## config.mk

```make
export PLATFORM = sky130hd
export DESIGN_NAME = grid_rotation_scatter_address
export DESIGN_NICKNAME = d
export VERILOG_FILES = /design/src/design/gras_pkg.sv /design/src/design/gras_front.sv /design/src/design/gras_queue.sv /design/src/design/gras_back.sv /design/src/design/grid_rotation_scatter_address.sv
export SDC_FILE = /design/constraint.sdc
export NUM_CORES = 2
export LEC_CHECK = 0
export BUFFER_PORTS_ARGS = -buffer_cell sky130_fd_sc_hd__buf_2
export CORE_MARGIN = 2
export CORE_UTILIZATION = 50
export CTS_CLUSTER_SIZE = 30
export DETAILED_ROUTE_END_ITERATION = 6
export PLACE_DENSITY = 0.63
export REMOVE_ABC_BUFFERS = 1
export SLEW_MARGIN = 10
export SYNTH_ARGS = -nofsm -noshare
export SYNTH_HDL_FRONTEND = slang
export SYNTH_HIERARCHICAL = 1
export SYNTH_SLANG_ARGS = --single-unit
```

## constraint.sdc

```tcl
create_clock -name clk -period 26.8 [get_ports clk]
set_input_delay 1.34 -clock clk [delete_from_list [all_inputs] [get_ports clk]]
set_output_delay 1.34 -clock clk [all_outputs]
set_load 0.005 [all_outputs]
```

## src/design/gras_pkg.sv

```systemverilog
package gras_pkg;

  localparam int MAX_RES   = 64;
  localparam int FRAC_BITS = 12;

  localparam int COEF_W  = 16;
  localparam int TRANS_W = 24;
  localparam int GRID_W  = 7;
  localparam int CH_W    = 32;
  localparam int IDX_W   = 12;

  localparam int CNT_W  = $clog2(MAX_RES);
  localparam int N_W    = $clog2(MAX_RES + 1);
  localparam int D_W    = CNT_W + 2;
  localparam int P_W    = D_W + COEF_W;
  localparam int T2_W   = TRANS_W + 1;
  localparam int CTR_W  = CNT_W + FRAC_BITS + 1;
  localparam int SMAX_W = (P_W > T2_W) ? ((P_W > CTR_W) ? P_W : CTR_W)
                                       : ((T2_W > CTR_W) ? T2_W : CTR_W);
  localparam int S_W    = SMAX_W + 2;
  localparam int X_W    = CNT_W + FRAC_BITS + 1;
  localparam int LIM_W  = X_W + 1;
  localparam int LIN_W  = X_W + N_W + 1;
  localparam int IDX_SH = FRAC_BITS + 1;

  localparam int IN_DATA_W  = ((3 * CH_W + 7) / 8) * 8;
  localparam int OUT_DATA_W = ((IDX_W + 3 * CH_W + 7) / 8) * 8;

  localparam int CFG_IDX_W  = 3;
  localparam int CFG_DATA_W = 24;

  localparam logic [CFG_IDX_W-1:0] REG_COEF_XX   = 3'd0;
  localparam logic [CFG_IDX_W-1:0] REG_COEF_XY   = 3'd1;
  localparam logic [CFG_IDX_W-1:0] REG_TRANS_X   = 3'd2;
  localparam logic [CFG_IDX_W-1:0] REG_COEF_YX   = 3'd3;
  localparam logic [CFG_IDX_W-1:0] REG_COEF_YY   = 3'd4;
  localparam logic [CFG_IDX_W-1:0] REG_TRANS_Y   = 3'd5;
  localparam logic [CFG_IDX_W-1:0] REG_GRID_SIZE = 3'd6;

  localparam logic signed [COEF_W-1:0] RST_COEF_DIAG = 16'sd4096;
  localparam logic [GRID_W-1:0]        RST_GRID_SIZE = 7'd64;

  localparam int FIFO_DEPTH = 4;
  localparam int PTR_W      = $clog2(FIFO_DEPTH);
  localparam int FCNT_W     = $clog2(FIFO_DEPTH + 1);

  typedef struct packed {
    logic signed [COEF_W-1:0]  coef_xx;
    logic signed [COEF_W-1:0]  coef_xy;
    logic signed [TRANS_W-1:0] trans_x;
    logic signed [COEF_W-1:0]  coef_yx;
    logic signed [COEF_W-1:0]  coef_yy;
    logic signed [TRANS_W-1:0] trans_y;
    logic [GRID_W-1:0]         grid_size;
  } cfg_t;

  typedef struct packed {
    logic [CH_W-1:0] r;
    logic [CH_W-1:0] g;
    logic [CH_W-1:0] b;
    logic            last;
  } pass_t;

  typedef struct packed {
    logic signed [D_W-1:0] dx2;
    logic signed [D_W-1:0] dy2;
    logic [N_W-1:0]        n;
    pass_t                 pass;
  } item_t;

endpackage

```

## src/design/gras_front.sv

```systemverilog
module gras_front (
  input  logic                         clk,
  input  logic                         rst,
  input  logic                         in_valid,
  output logic                         in_ready,
  input  logic [gras_pkg::CH_W-1:0]    in_r,
  input  logic [gras_pkg::CH_W-1:0]    in_g,
  input  logic [gras_pkg::CH_W-1:0]    in_b,
  input  logic [gras_pkg::GRID_W-1:0]  grid_size,
  input  logic                         q_full,
  output logic                         q_push,
  output gras_pkg::item_t              q_item
);

  logic [gras_pkg::CNT_W-1:0] col_count;
  logic [gras_pkg::CNT_W-1:0] row_count;
  logic [gras_pkg::N_W-1:0]   n;
  logic [gras_pkg::N_W-1:0]   nm1;
  logic                       row_end;
  logic                       grid_end;

  // grid side saturated to 1..MAX_RES
  always_comb begin
    if (grid_size == '0) begin
      n = gras_pkg::N_W'(1);
    end else if (gras_pkg::N_W'(grid_size) > gras_pkg::N_W'(gras_pkg::MAX_RES)) begin
      n = gras_pkg::N_W'(gras_pkg::MAX_RES);
    end else begin
      n = gras_pkg::N_W'(grid_size);
    end
  end

  assign nm1      = n - gras_pkg::N_W'(1);
  assign row_end  = gras_pkg::N_W'(col_count) >= nm1;
  assign grid_end = row_end && (gras_pkg::N_W'(row_count) >= nm1);

  assign in_ready = !q_full;
  assign q_push   = in_valid && in_ready;

  // offsets in half-cell units: 2*pos - (n-1)
  always_comb begin
    q_item.dx2       = $signed({1'b0, col_count, 1'b0}) - $signed({1'b0, nm1});
    q_item.dy2       = $signed({1'b0, row_count, 1'b0}) - $signed({1'b0, nm1});
    q_item.n         = n;
    q_item.pass.r    = in_r;
    q_item.pass.g    = in_g;
    q_item.pass.b    = in_b;
    q_item.pass.last = grid_end;
  end

  always_ff @(posedge clk) begin
    if (rst) begin
      col_count <= '0;
      row_count <= '0;
    end else if (q_push) begin
      if (row_end) begin
        col_count <= '0;
        row_count <= grid_end ? '0 : row_count + gras_pkg::CNT_W'(1);
      end else begin
        col_count <= col_count + gras_pkg::CNT_W'(1);
      end
    end
  end

endmodule

```

## src/design/gras_queue.sv

```systemverilog
module gras_queue (
  input  logic            clk,
  input  logic            rst,
  input  logic            push,
  input  gras_pkg::item_t push_item,
  input  logic            pop,
  output gras_pkg::item_t head,
  output logic            full,
  output logic            empty
);

  gras_pkg::item_t              mem [gras_pkg::FIFO_DEPTH];
  logic [gras_pkg::PTR_W-1:0]   wr_ptr;
  logic [gras_pkg::PTR_W-1:0]   rd_ptr;
  logic [gras_pkg::FCNT_W-1:0]  count;

  assign full  = count == gras_pkg::FCNT_W'(gras_pkg::FIFO_DEPTH);
  assign empty = count == '0;
  assign head  = mem[rd_ptr];

  always_ff @(posedge clk) begin
    if (push) begin
      mem[wr_ptr] <= push_item;
    end
  end

  always_ff @(posedge clk) begin
    if (rst) begin
      wr_ptr <= '0;
      rd_ptr <= '0;
      count  <= '0;
    end else begin
      if (push) begin
        wr_ptr <= wr_ptr + gras_pkg::PTR_W'(1);
      end
      if (pop) begin
        rd_ptr <= rd_ptr + gras_pkg::PTR_W'(1);
      end
      if (push && !pop) begin
        count <= count + gras_pkg::FCNT_W'(1);
      end else if (pop && !push) begin
        count <= count - gras_pkg::FCNT_W'(1);
      end
    end
  end

  a_no_overflow: assert property (@(posedge clk) disable iff (rst)
    count <= gras_pkg::FCNT_W'(gras_pkg::FIFO_DEPTH))
    else $error("queue count beyond depth");

  a_pop_nonempty: assert property (@(posedge clk) disable iff (rst)
    pop |-> !empty)
    else $error("pop from empty queue");

  a_push_full: assert property (@(posedge clk) disable iff (rst)
    push |-> !full)
    else $error("push into full queue");

endmodule

```

## src/design/gras_back.sv

```systemverilog
module gras_back (
  input  logic                              clk,
  input  logic                              rst,
  input  gras_pkg::cfg_t                    cfg,
  input  logic                              q_empty,
  input  gras_pkg::item_t                   q_head,
  output logic                              q_pop,
  output logic                              out_valid,
  input  logic                              out_ready,
  output logic [gras_pkg::IDX_W-1:0]        out_dest,
  output gras_pkg::pass_t                   out_pass,
  output logic                              out_oor
);

  logic adv;

  logic                           s1_valid;
  logic signed [gras_pkg::P_W-1:0] s1_pxx, s1_pxy, s1_pyx, s1_pyy;
  logic signed [gras_pkg::S_W-1:0] s1_ox, s1_oy;
  logic [gras_pkg::N_W-1:0]        s1_n;
  gras_pkg::pass_t                 s1_pass;

  logic                            s2_valid;
  logic signed [gras_pkg::S_W-1:0] s2_x, s2_y;
  logic [gras_pkg::LIM_W-1:0]      s2_lim;
  logic [gras_pkg::N_W-1:0]        s2_n;
  gras_pkg::pass_t                 s2_pass;

  logic                                    s3_valid;
  logic                                    s3_oor;
  logic [gras_pkg::X_W+gras_pkg::N_W-1:0]  s3_prod;
  logic [gras_pkg::X_W-1:0]                s3_xlo;
  gras_pkg::pass_t                         s3_pass;

  logic [gras_pkg::S_W-1:0]        ctr;
  logic signed [gras_pkg::S_W-1:0] tx_ext, ty_ext;
  logic signed [gras_pkg::S_W-1:0] lim_s;
  logic                            oor;
  logic [gras_pkg::LIN_W-1:0]      lin;
  logic [gras_pkg::LIN_W-1:0]      lin_sh;

  assign adv   = !out_valid || out_ready;
  assign q_pop = adv && !q_empty;

  assign ctr    = gras_pkg::S_W'(q_head.n - gras_pkg::N_W'(1)) << gras_pkg::FRAC_BITS;
  assign tx_ext = gras_pkg::S_W'(cfg.trans_x);
  assign ty_ext = gras_pkg::S_W'(cfg.trans_y);

  assign lim_s = $signed(gras_pkg::S_W'(s2_lim));
  assign oor   = (s2_x < 0) || (s2_x >= lim_s) || (s2_y < 0) || (s2_y >= lim_s);

  assign lin    = gras_pkg::LIN_W'(s3_prod) + gras_pkg::LIN_W'(s3_xlo);
  assign lin_sh = lin >> gras_pkg::IDX_SH;

  always_ff @(posedge clk) begin
    if (rst) begin
      s1_valid  <= 1'b0;
      s2_valid  <= 1'b0;
      s3_valid  <= 1'b0;
      out_valid <= 1'b0;
    end else if (adv) begin
      s1_valid  <= !q_empty;
      s2_valid  <= s1_valid;
      s3_valid  <= s2_valid;
      out_valid <= s3_valid;
    end
  end

  always_ff @(posedge clk) begin
    if (adv) begin
      // products, plus translation and centre in half-LSB units
      s1_pxx  <= q_head.dx2 * cfg.coef_xx;
      s1_pxy  <= q_head.dy2 * cfg.coef_xy;
      s1_pyx  <= q_head.dx2 * cfg.coef_yx;
      s1_pyy  <= q_head.dy2 * cfg.coef_yy;
      s1_ox   <= (tx_ext <<< 1) + $signed(ctr);
      s1_oy   <= (ty_ext <<< 1) + $signed(ctr);
      s1_n    <= q_head.n;
      s1_pass <= q_head.pass;

      s2_x    <= gras_pkg::S_W'(s1_pxx) + gras_pkg::S_W'(s1_pxy) + s1_ox;
      s2_y    <= gras_pkg::S_W'(s1_pyx) + gras_pkg::S_W'(s1_pyy) + s1_oy;
      s2_lim  <= gras_pkg::LIM_W'(s1_n) << gras_pkg::IDX_SH;
      s2_n    <= s1_n;
      s2_pass <= s1_pass;

      s3_oor  <= oor;
      s3_prod <= s2_y[gras_pkg::X_W-1:0] * s2_n;
      s3_xlo  <= s2_x[gras_pkg::X_W-1:0];
      s3_pass <= s2_pass;

      out_oor  <= s3_oor;
      out_dest <= s3_oor ? '0 : gras_pkg::IDX_W'(lin_sh);
      out_pass <= s3_pass;
    end
  end

  a_pop_fills: assert property (@(posedge clk) disable iff (rst)
    q_pop |=> s1_valid)
    else $error("popped beat not in first stage");

  a_drain: assert property (@(posedge clk) disable iff (rst)
    adv && s3_valid |=> out_valid)
    else $error("beat lost at output");

  a_hold: assert property (@(posedge clk) disable iff (rst)
    !adv |=> $stable(s1_valid) && $stable(s2_valid) && $stable(s3_valid))
    else $error("pipeline moved while stalled");

  a_oor_zero: assert property (@(posedge clk) disable iff (rst)
    out_valid && out_oor |-> out_dest == '0)
    else $error("out of range with nonzero index");

endmodule

```

## src/design/grid_rotation_scatter_address.sv

```systemverilog
// Channel   Dir  Handshake                      Payload
// s_axis    in   s_axis_tvalid/s_axis_tready    tdata: in_r, in_g, in_b
// m_axis    out  m_axis_tvalid/m_axis_tready    tdata: dest_index, out_r/g/b;
//                                               tuser: out_of_range; tlast: last_cell
// cfg       in   cfg_valid/cfg_ready            cfg_index, cfg_data
//
// Sustained rate is one beat per cycle while m_axis_tready is high; an input beat
// passes queue write, product stage, sum stage, row*size multiply and output reg.
// Reset (rst, synchronous) loads the register reset values, zeroes the raster
// counters and empties the 4-entry queue. cfg_ready is always high.
// m_axis_tready low freezes the back pipeline; the queue then absorbs up to
// 4 beats before s_axis_tready drops.
module grid_rotation_scatter_address (
  input  logic                              clk,
  input  logic                              rst,
  input  logic                              s_axis_tvalid,
  output logic                              s_axis_tready,
  // [31:0] in_r, [63:32] in_g, [95:64] in_b
  input  logic [gras_pkg::IN_DATA_W-1:0]    s_axis_tdata,
  output logic                              m_axis_tvalid,
  input  logic                              m_axis_tready,
  // [11:0] dest_index, [43:12] out_r, [75:44] out_g, [107:76] out_b, rest zero
  output logic [gras_pkg::OUT_DATA_W-1:0]   m_axis_tdata,
  // [0] out_of_range
  output logic                              m_axis_tuser,
  output logic                              m_axis_tlast,
  input  logic                              cfg_valid,
  output logic                              cfg_ready,
  input  logic [gras_pkg::CFG_IDX_W-1:0]    cfg_index,
  input  logic [gras_pkg::CFG_DATA_W-1:0]   cfg_data
);

  gras_pkg::cfg_t  cfg;
  gras_pkg::item_t push_item;
  gras_pkg::item_t head;
  gras_pkg::pass_t out_pass;
  logic            q_push, q_pop, q_full, q_empty;
  logic [gras_pkg::IDX_W-1:0] out_dest;

  assign cfg_ready = 1'b1;

  always_ff @(posedge clk) begin
    if (rst) begin
      cfg.coef_xx   <= gras_pkg::RST_COEF_DIAG;
      cfg.coef_xy   <= '0;
      cfg.trans_x   <= '0;
      cfg.coef_yx   <= '0;
      cfg.coef_yy   <= gras_pkg::RST_COEF_DIAG;
      cfg.trans_y   <= '0;
      cfg.grid_size <= gras_pkg::RST_GRID_SIZE;
    end else if (cfg_valid && cfg_ready) begin
      unique case (cfg_index)
        gras_pkg::REG_COEF_XX:   cfg.coef_xx   <= cfg_data[gras_pkg::COEF_W-1:0];
        gras_pkg::REG_COEF_XY:   cfg.coef_xy   <= cfg_data[gras_pkg::COEF_W-1:0];
        gras_pkg::REG_TRANS_X:   cfg.trans_x   <= cfg_data[gras_pkg::TRANS_W-1:0];
        gras_pkg::REG_COEF_YX:   cfg.coef_yx   <= cfg_data[gras_pkg::COEF_W-1:0];
        gras_pkg::REG_COEF_YY:   cfg.coef_yy   <= cfg_data[gras_pkg::COEF_W-1:0];
        gras_pkg::REG_TRANS_Y:   cfg.trans_y   <= cfg_data[gras_pkg::TRANS_W-1:0];
        gras_pkg::REG_GRID_SIZE: cfg.grid_size <= cfg_data[gras_pkg::GRID_W-1:0];
        default: ;
      endcase
    end
  end

  gras_front u_front (
    .clk       (clk),
    .rst       (rst),
    .in_valid  (s_axis_tvalid),
    .in_ready  (s_axis_tready),
    .in_r      (s_axis_tdata[gras_pkg::CH_W-1:0]),
    .in_g      (s_axis_tdata[2*gras_pkg::CH_W-1:gras_pkg::CH_W]),
    .in_b      (s_axis_tdata[3*gras_pkg::CH_W-1:2*gras_pkg::CH_W]),
    .grid_size (cfg.grid_size),
    .q_full    (q_full),
    .q_push    (q_push),
    .q_item    (push_item)
  );

  gras_queue u_queue (
    .clk       (clk),
    .rst       (rst),
    .push      (q_push),
    .push_item (push_item),
    .pop       (q_pop),
    .head      (head),
    .full      (q_full),
    .empty     (q_empty)
  );

  gras_back u_back (
    .clk       (clk),
    .rst       (rst),
    .cfg       (cfg),
    .q_empty   (q_empty),
    .q_head    (head),
    .q_pop     (q_pop),
    .out_valid (m_axis_tvalid),
    .out_ready (m_axis_tready),
    .out_dest  (out_dest),
    .out_pass  (out_pass),
    .out_oor   (m_axis_tuser)
  );

  assign m_axis_tdata = gras_pkg::OUT_DATA_W'({out_pass.b, out_pass.g, out_pass.r, out_dest});
  assign m_axis_tlast = out_pass.last;

endmodule
```

# After elaboration in Yosys (flattened, before gate mapping)
# Memories as Yosys holds them, arrays and structs flattened. A register that Yosys moved wholly into a read port is not among the register bits.
# Index checks and enable logic that the tools add are counted.
[word_totals]
mem_bits_rw = 480
out_inout_bits = 117
elab_cells = 120
regBits = 806
inputBits = 128
n_memories = 1
[mem_list]
columns = ["memory", "depth", "width", "read_ports", "rd_ports_with_merged_regs", "write_ports", "line", "rtl"]
rows = [
  ["u_queue.mem", 4, 120, 1, 1, 1, "gras_queue.sv:12", "gras_pkg::item_t mem [gras_pkg::FIFO_DEPTH];"],
]
[classes]
reduce_logical = 26
magnitude_cmp = 7
mul = 5
n_eq_ne = 7
n_addsub = 17
muxes = 10
[op_table]
columns = ["cell", "count"]
rows = [
  ["multiplier 8 x 16 -> 24 bit", 4],
  ["adder 27 bit", 2],
  [">= comparator 27 x 21 -> 1 bit", 2],
  ["less-than comparator 27 x 1 -> 1 bit (second input constant)", 2],
  ["adder 25 x 20 -> 26 bit", 2],
  ["adder 24 x 24 -> 25 bit", 2],
  ["adder 25 x 19 -> 25 bit", 1],
  ["multiplier 19 x 7 -> 25 bit", 1],
  ["AND reduction 2 bit", 8],
  ["subtractor 7 x 7 -> 8 bit", 2],
  [">= comparator 6 x 7 -> 1 bit", 2],
  ["two-way mux 7 bit", 2],
  ["adder 6 x 1 -> 6 bit (second input constant)", 2],
  ["== test 3 bit (second input constant)", 4],
  ["two-way mux 6 bit", 2],
  ["subtractor 7 x 1 -> 8 bit (second input constant)", 1],
  ["> comparator 7 bit (second input constant)", 1],
  ["zero test 7 bit", 1],
  ["subtractor 7 x 1 -> 7 bit (second input constant)", 1],
  ["== test 3 x 2 -> 1 bit (second input constant)", 2],
  ["zero test 3 bit", 2],
  ["two-way mux 3 bit", 2],
  ["logical AND 1 bit", 5],
  ["zero test 1 bit", 5],
  ["other kinds (8)", 14],
]

# Depth between registers and ports, before layout
[logic_depth]
word_depth = 7
ltp_mapped = 22

# Hierarchy
# The synthesis kept the hierarchy.
[by_module_without_submodules]
columns = ["mod", "seq_area_each_um2", "n_inst", "cells_each", "area_per_inst_um2"]
rows = [
  ["gras_back", 19899.1, 1, 3900, 47670.7],
  ["gras_queue", 14594.0, 1, 670, 17737.0],
  ["grid_rotation_scatter_address", 2382.3, 1, 429, 4759.6],
  ["gras_front", 240.2, 1, 340, 2556.2],
]

# Least setup slack after synthesis
# No wires, ideal clock.
[synth_timing]
path_kind = "input port to flip-flop"
startpoint = "input port m_axis_tready"
endpoint = "register u_back/out_dest[0] (netlist name), enable pin"
cell_stages = 3
slack_ps = 11592
n_path_buf = 1
t_arrival_ps = 14207
cell_sequence = "nor2b_1 -> clkbuf_1 -> inv_1"
[synth_between]
elab_chain_cells = 1
[synth_rtl]
columns = ["element", "line", "rtl"]
rows = [
  ["start: declaration", "grid_rotation_scatter_address.sv:21", "input logic m_axis_tready,"],
  ["logical OR 1 bit", "gras_back.sv:42", "assign adv = !out_valid || out_ready;"],
  ["end signal: assignment", "gras_back.sv:93", "out_dest <= s3_oor ? '0 : gras_pkg::IDX_W'(lin_sh);"],
  ["end: declaration", "gras_back.sv:10", "output logic [gras_pkg::IDX_W-1:0] out_dest,"],
]
# No other way between the ends.
# A chain may end at the register's enable or synchronous reset.

==> summary.md <==
The deepest clock path buffer count is 3, and the clock-pin transition on the worst setup and hold timing paths is 0.07 ns. Of the post-synthesis cell area, the part taken by muxes is 5.45%. The tools report the number of sinks handled by clock tree synthesis as 1284. For the maximum number of pins on one net before global-route repair, the log shows 201. Wires add up to 153000 um. The number of gates resized after cts came out at 0. Counting both buffers and inverters, the worst setup path holds a total of 3.

The initial antenna violation count was 8; the number of placed I/O pins was 245. Type of the worst min-delay path: reg2reg. The tools report the root cell of the clock tree as sky130_fd_sc_hd__clkbuf_16. Of all flip-flops after synthesis, the portion carrying an async set or reset was 0%. The wire length of the first global-routing pass is 239000 um. Yosys instantiated no cell more often than sky130_fd_sc_hd__edfxtp_1.

Sequential cell area: 37100 um2. TritonCTS built the clock tree. The worst path required time is 27.32 ns.

VDD sags by at most 0.176 mV. Counting the buffers created by CTS gives 140. After detailed routing, the number of remaining DRC violations is 0.

The number of input and output port buffers inserted was 239. The non-filler instance count after layout was 7535; the growth of design area from synthesis to finish was 9.60%. For the number of hold violations in the final report, the log shows 0. In this run the most critical hold path is launched from u_back/s3_pass[59]$_DFFE_PN_.

In this run, synthesis inferred 1140 flip-flops with an integrated enable. The H-tree generated during clock tree synthesis spans 4 levels. Of all nets on the critical path, the largest fanout is 30. Cells fill 55.3% of the core in the end.

The logs give 2468 for the DRC marker count from the first detailed-route iteration and 144000 um2 for the total core area. Max-cap violations in this run came to 0. For this design the ratio of total power to cell area is 124 nW/um2. For the number of nets with antenna violations after routing, the log shows 0.

The number of global-route vias before repair was 41300; the area taken by multi-input logic gates was 31700 um2. At the end of routability-driven placement, the weighted congestion stood at 0.856. The synthesized netlist devotes 4.63% of its cell area to compound gates.

The width of the chip works out to 385 um. The count of filler cells inserted in the layout is 11800, and the synthesized instance count is 5339. The run gives 0 as the count of hold buffers inserted by post-cts repair.

Sequential cells burn 34.2% of the power. The global-route total usage across every layer is 21.1%. The run gives 3.99% as the met3 track demand over resource.

The number of pins exceeding their max-slew limit in the final report was 0. For the placed wire-length estimate, the log shows 107000 um. Combinational logic burns 46.7% of the power. The worst setup path is captured at a flip-flop.

The flow ran to the end, and the final reports show no timing, DRC or antenna violations. For the pin with the worst max-slew slack, the measured transition is 1.18 ns. For the initial core utilization, the log shows 50.5%.

The routing usage on met1 was 28.2%; the maximum operating frequency was 144 MHz. The number of rows created at floorplan was 139; the chip height was 385 um. The aggregate global routing overflow is 0. At the placement stage, the worst setup path has a slack of 19.85 ns. The floorplan step defined a die boundary enclosing 149000 um2.

For this run, the leading register cell type out of synthesis is sky130_fd_sc_hd__edfxtp_1. On the critical path, the stage with the largest delay is an instance of sky130_fd_sc_hd__inv_1. The logs give 72700 um2 for the synthesized cell area and 51.0% for the proportion of synthesized chip area in sequential cells.

After Yosys synthesis, and, or, nand and nor cells account for 9.56% of the synthesized area. Global routing consumed, on the met2 layer, 35.4% of the routing resources. Setup repair after global routing left no endpoint under its margin.

For this run, the slowest stage of the critical path takes 0.87 ns. The final critical path takes up 26.0% of the cycle. Final critical-path required period: 6.97 ns. In the post-route analysis, the smallest setup slack over all paths is 19.83 ns. After the last flow step, the layout net total stands at 6552. The synthesized netlist devotes 2.49% of its cell area to XOR and XNOR gates. For the final routed database, the setup TNS stands at 0 ns.

In this run the power spent charging and discharging nets is 3.76 mW. In this run the tightest slew margin relative to its limit is 21.5%. The clock network power share was 19.1%; the average detailed-routed wire length per instance was 20.3 um.

By count the netlist is led by sky130_fd_sc_hd__edfxtp_1, sky130_fd_sc_hd__inv_1, sky130_fd_sc_hd__fa_1. The top cell type by area accounts for 47.1% of the synthesized area. Ranked by total cell area, the synthesized netlist is headed by sky130_fd_sc_hd__edfxtp_1, sky130_fd_sc_hd__fa_1, sky130_fd_sc_hd__ha_1. Setup violations remaining at the end of the flow were counted as 0. The most used routing layer in global routing is met2. The largest family of logic cells by synthesized area is adder cells. Net switching is 38.0% of the power.

In this run, distinct cell masters in the synthesized netlist total 92. On the final layout, the worst clock skew is 0.0344 ns. The internal portion of the total power is 6.13 mW. The number of synthesized register bits is 1284. STA classifies the critical path startpoint as a flip-flop. Once the clock tree was built, the setup fixing pass inserted 0 buffers.

Type of the setup path with the least slack: reg2reg. The share of post-route cells with drive strength above 1 is 11.3%. The biggest area contributor in the post-synthesis netlist is sky130_fd_sc_hd__edfxtp_1. In this run the static leakage power is 33.0 nW. The gate family responsible for the most delay along the worst path was adder cells. For the overall via count from detail_route, the log shows 39900. Clock latency on the worst-skew pair, taken at its later pin, is 0.79 ns. After detailed routing, the number of vias per cell comes to 5.30.

By instance count, the cell type seen most on the critical path is sky130_fd_sc_hd__fa_1. After detailed placement, the design holds a cell count of 7276. The Yosys step of the flow raised 6 warnings. After Yosys synthesis, full adders, half adders and majority gates account for 21.4% of the synthesized area. The critical path goes through mux4_2 -> inv_1 -> nor2_1 -> fa_1 -> fa_1 -> fa_1 -> inv_1 -> fa_1 -> inv_1 -> ha_1 -> o21a_1 -> o21a_1 -> a2111oi_4 -> o31ai_1 -> a221o_1 -> a221o_1 -> a21oi_2 -> xnor2_1. The first detailed-routing pass ran for 6 iterations. The average instance area after synthesis is 13.6 um2, and the arrival time of the worst setup path is 7.49 ns.
## power by group through the flow
stage | registers (mW) | clock network [mW] | logic (mW)
6_report | 3.38 | 1.88 | 4.62
4_1_cts | 3.40 | 1.94 | 4.63
5_1_grt | 3.44 | 2.01 | 5.24
3_5_place_dp | 3.43 | 0 | 4.60
3_3_place_gp | 3.41 | 0 | 4.53
2_1_floorplan | 3.34 | 0 | 3.45
## flip-flops by register name, summed over array words and instances, names as in the netlist, 25 cells and up, named ones only
| signal | flops |
|---|---|
| u_queue/mem | 480 |
| cfg | 119 |
| u_back/out_pass | 97 |
| u_back/s1_pass | 97 |
| u_back/s2_pass | 97 |
| u_back/s3_pass | 97 |
| u_back/s2_x | 27 |
| u_back/s2_y | 27 |
| u_back/s1_ox | 25 |
| u_back/s1_oy | 25 |
| u_back/s3_prod | 25 |
## placed cells by master, fill, tap and decap left out, types with 31 or more instances in the layout
| cell type | synthesis | layout |
|---|---|---|
| sky130_fd_sc_hd__xnor2_1 | 161 | 161 |
| sky130_fd_sc_hd__nand2_1 | 222 | 222 |
| sky130_fd_sc_hd__nor3_1 | 53 | 53 |
| sky130_fd_sc_hd__o21a_1 | 35 | 35 |
| sky130_fd_sc_hd__clkbuf_16 | 0 | 141 |
| sky130_fd_sc_hd__ha_1 | 359 | 359 |
| sky130_fd_sc_hd__mux2i_1 | 126 | 126 |
| sky130_fd_sc_hd__o21ai_0 | 80 | 80 |
| sky130_fd_sc_hd__clkbuf_1 | 88 | 31 |
| sky130_fd_sc_hd__fa_1 | 550 | 550 |
| sky130_fd_sc_hd__edfxtp_1 | 1140 | 1140 |
| sky130_fd_sc_hd__dfxtp_1 | 144 | 142 |
| sky130_fd_sc_hd__nor2_1 | 213 | 213 |
| sky130_fd_sc_hd__xor2_1 | 46 | 46 |
| sky130_fd_sc_hd__a21oi_1 | 116 | 116 |
| sky130_fd_sc_hd__and2_1 | 450 | 446 |
| sky130_fd_sc_hd__inv_1 | 671 | 670 |
| sky130_fd_sc_hd__mux4_2 | 120 | 120 |
| sky130_fd_sc_hd__buf_2 | 23 | 238 |
| sky130_fd_sc_hd__a21o_1 | 55 | 55 |
| sky130_fd_sc_hd__nand2b_1 | 164 | 164 |
| sky130_fd_sc_hd__nor2b_1 | 31 | 31 |
| sky130_fd_sc_hd__nand3_1 | 41 | 41 |
## path summary, 6_finish.rpt
| kind | end | slack [ns] | cells after the start |
|---|---|---|---|
| worst max-delay path | u_back/s1_pyy[23]$_DFFE_PN_ | 19.83 | 18 |
| worst min-delay path | u_back/out_pass[59]$_DFFE_PN_ | 0.40 | 0 |
| worst max register to register | u_back/s1_pyy[23]$_DFFE_PN_ | 19.83 | 18 |
| worst min register to register | u_back/out_pass[59]$_DFFE_PN_ | 0.40 | 0 |
## per-layer routing
| layer | share of wire, % | routed length (um) |
|---|---|---|
| met5 | 0.035 | 53 |
| met4 | 2.4 | 3620 |
| met3 | 4.6 | 7080 |
| met2 | 50 | 75700 |
| met1 | 43 | 66400 |
## metrics by stage
stage	cell area (um2)	power (mW)	hold slack (ns)
after floorplan	71300	6.80	0.400
after global placement	75200	7.95	0.400
after detailed placement	75200	8.04	0.405
after CTS	79700	9.97	0.395
after global routing	79700	10.7	0.409
final	79700	9.89	0.401
## final cells by class
cell class	instances	area share, %
tap	1903	2.99
antenna	5	0.0157
sequential	1284	46.6
clock inverter	78	1.03
timing repair buffer	269	1.83
inverter	672	3.17
clock buffer	176	4.64
multi-input combinational	3148	39.7
## cells by family (layout without fill, tap and decap cells)
kind of cell	count (synthesis)	count (layout)
xor gates and xnor gates	207	207
buffers and inverters	910	1195
muxes	246	246
and+or+nand+nor	1287	1287
AOI/OAI and AO/OA	490	490
other	2	10
adders and majority gates	913	913
DFF	1284	1284
Power figures use the tool's default switching activity.
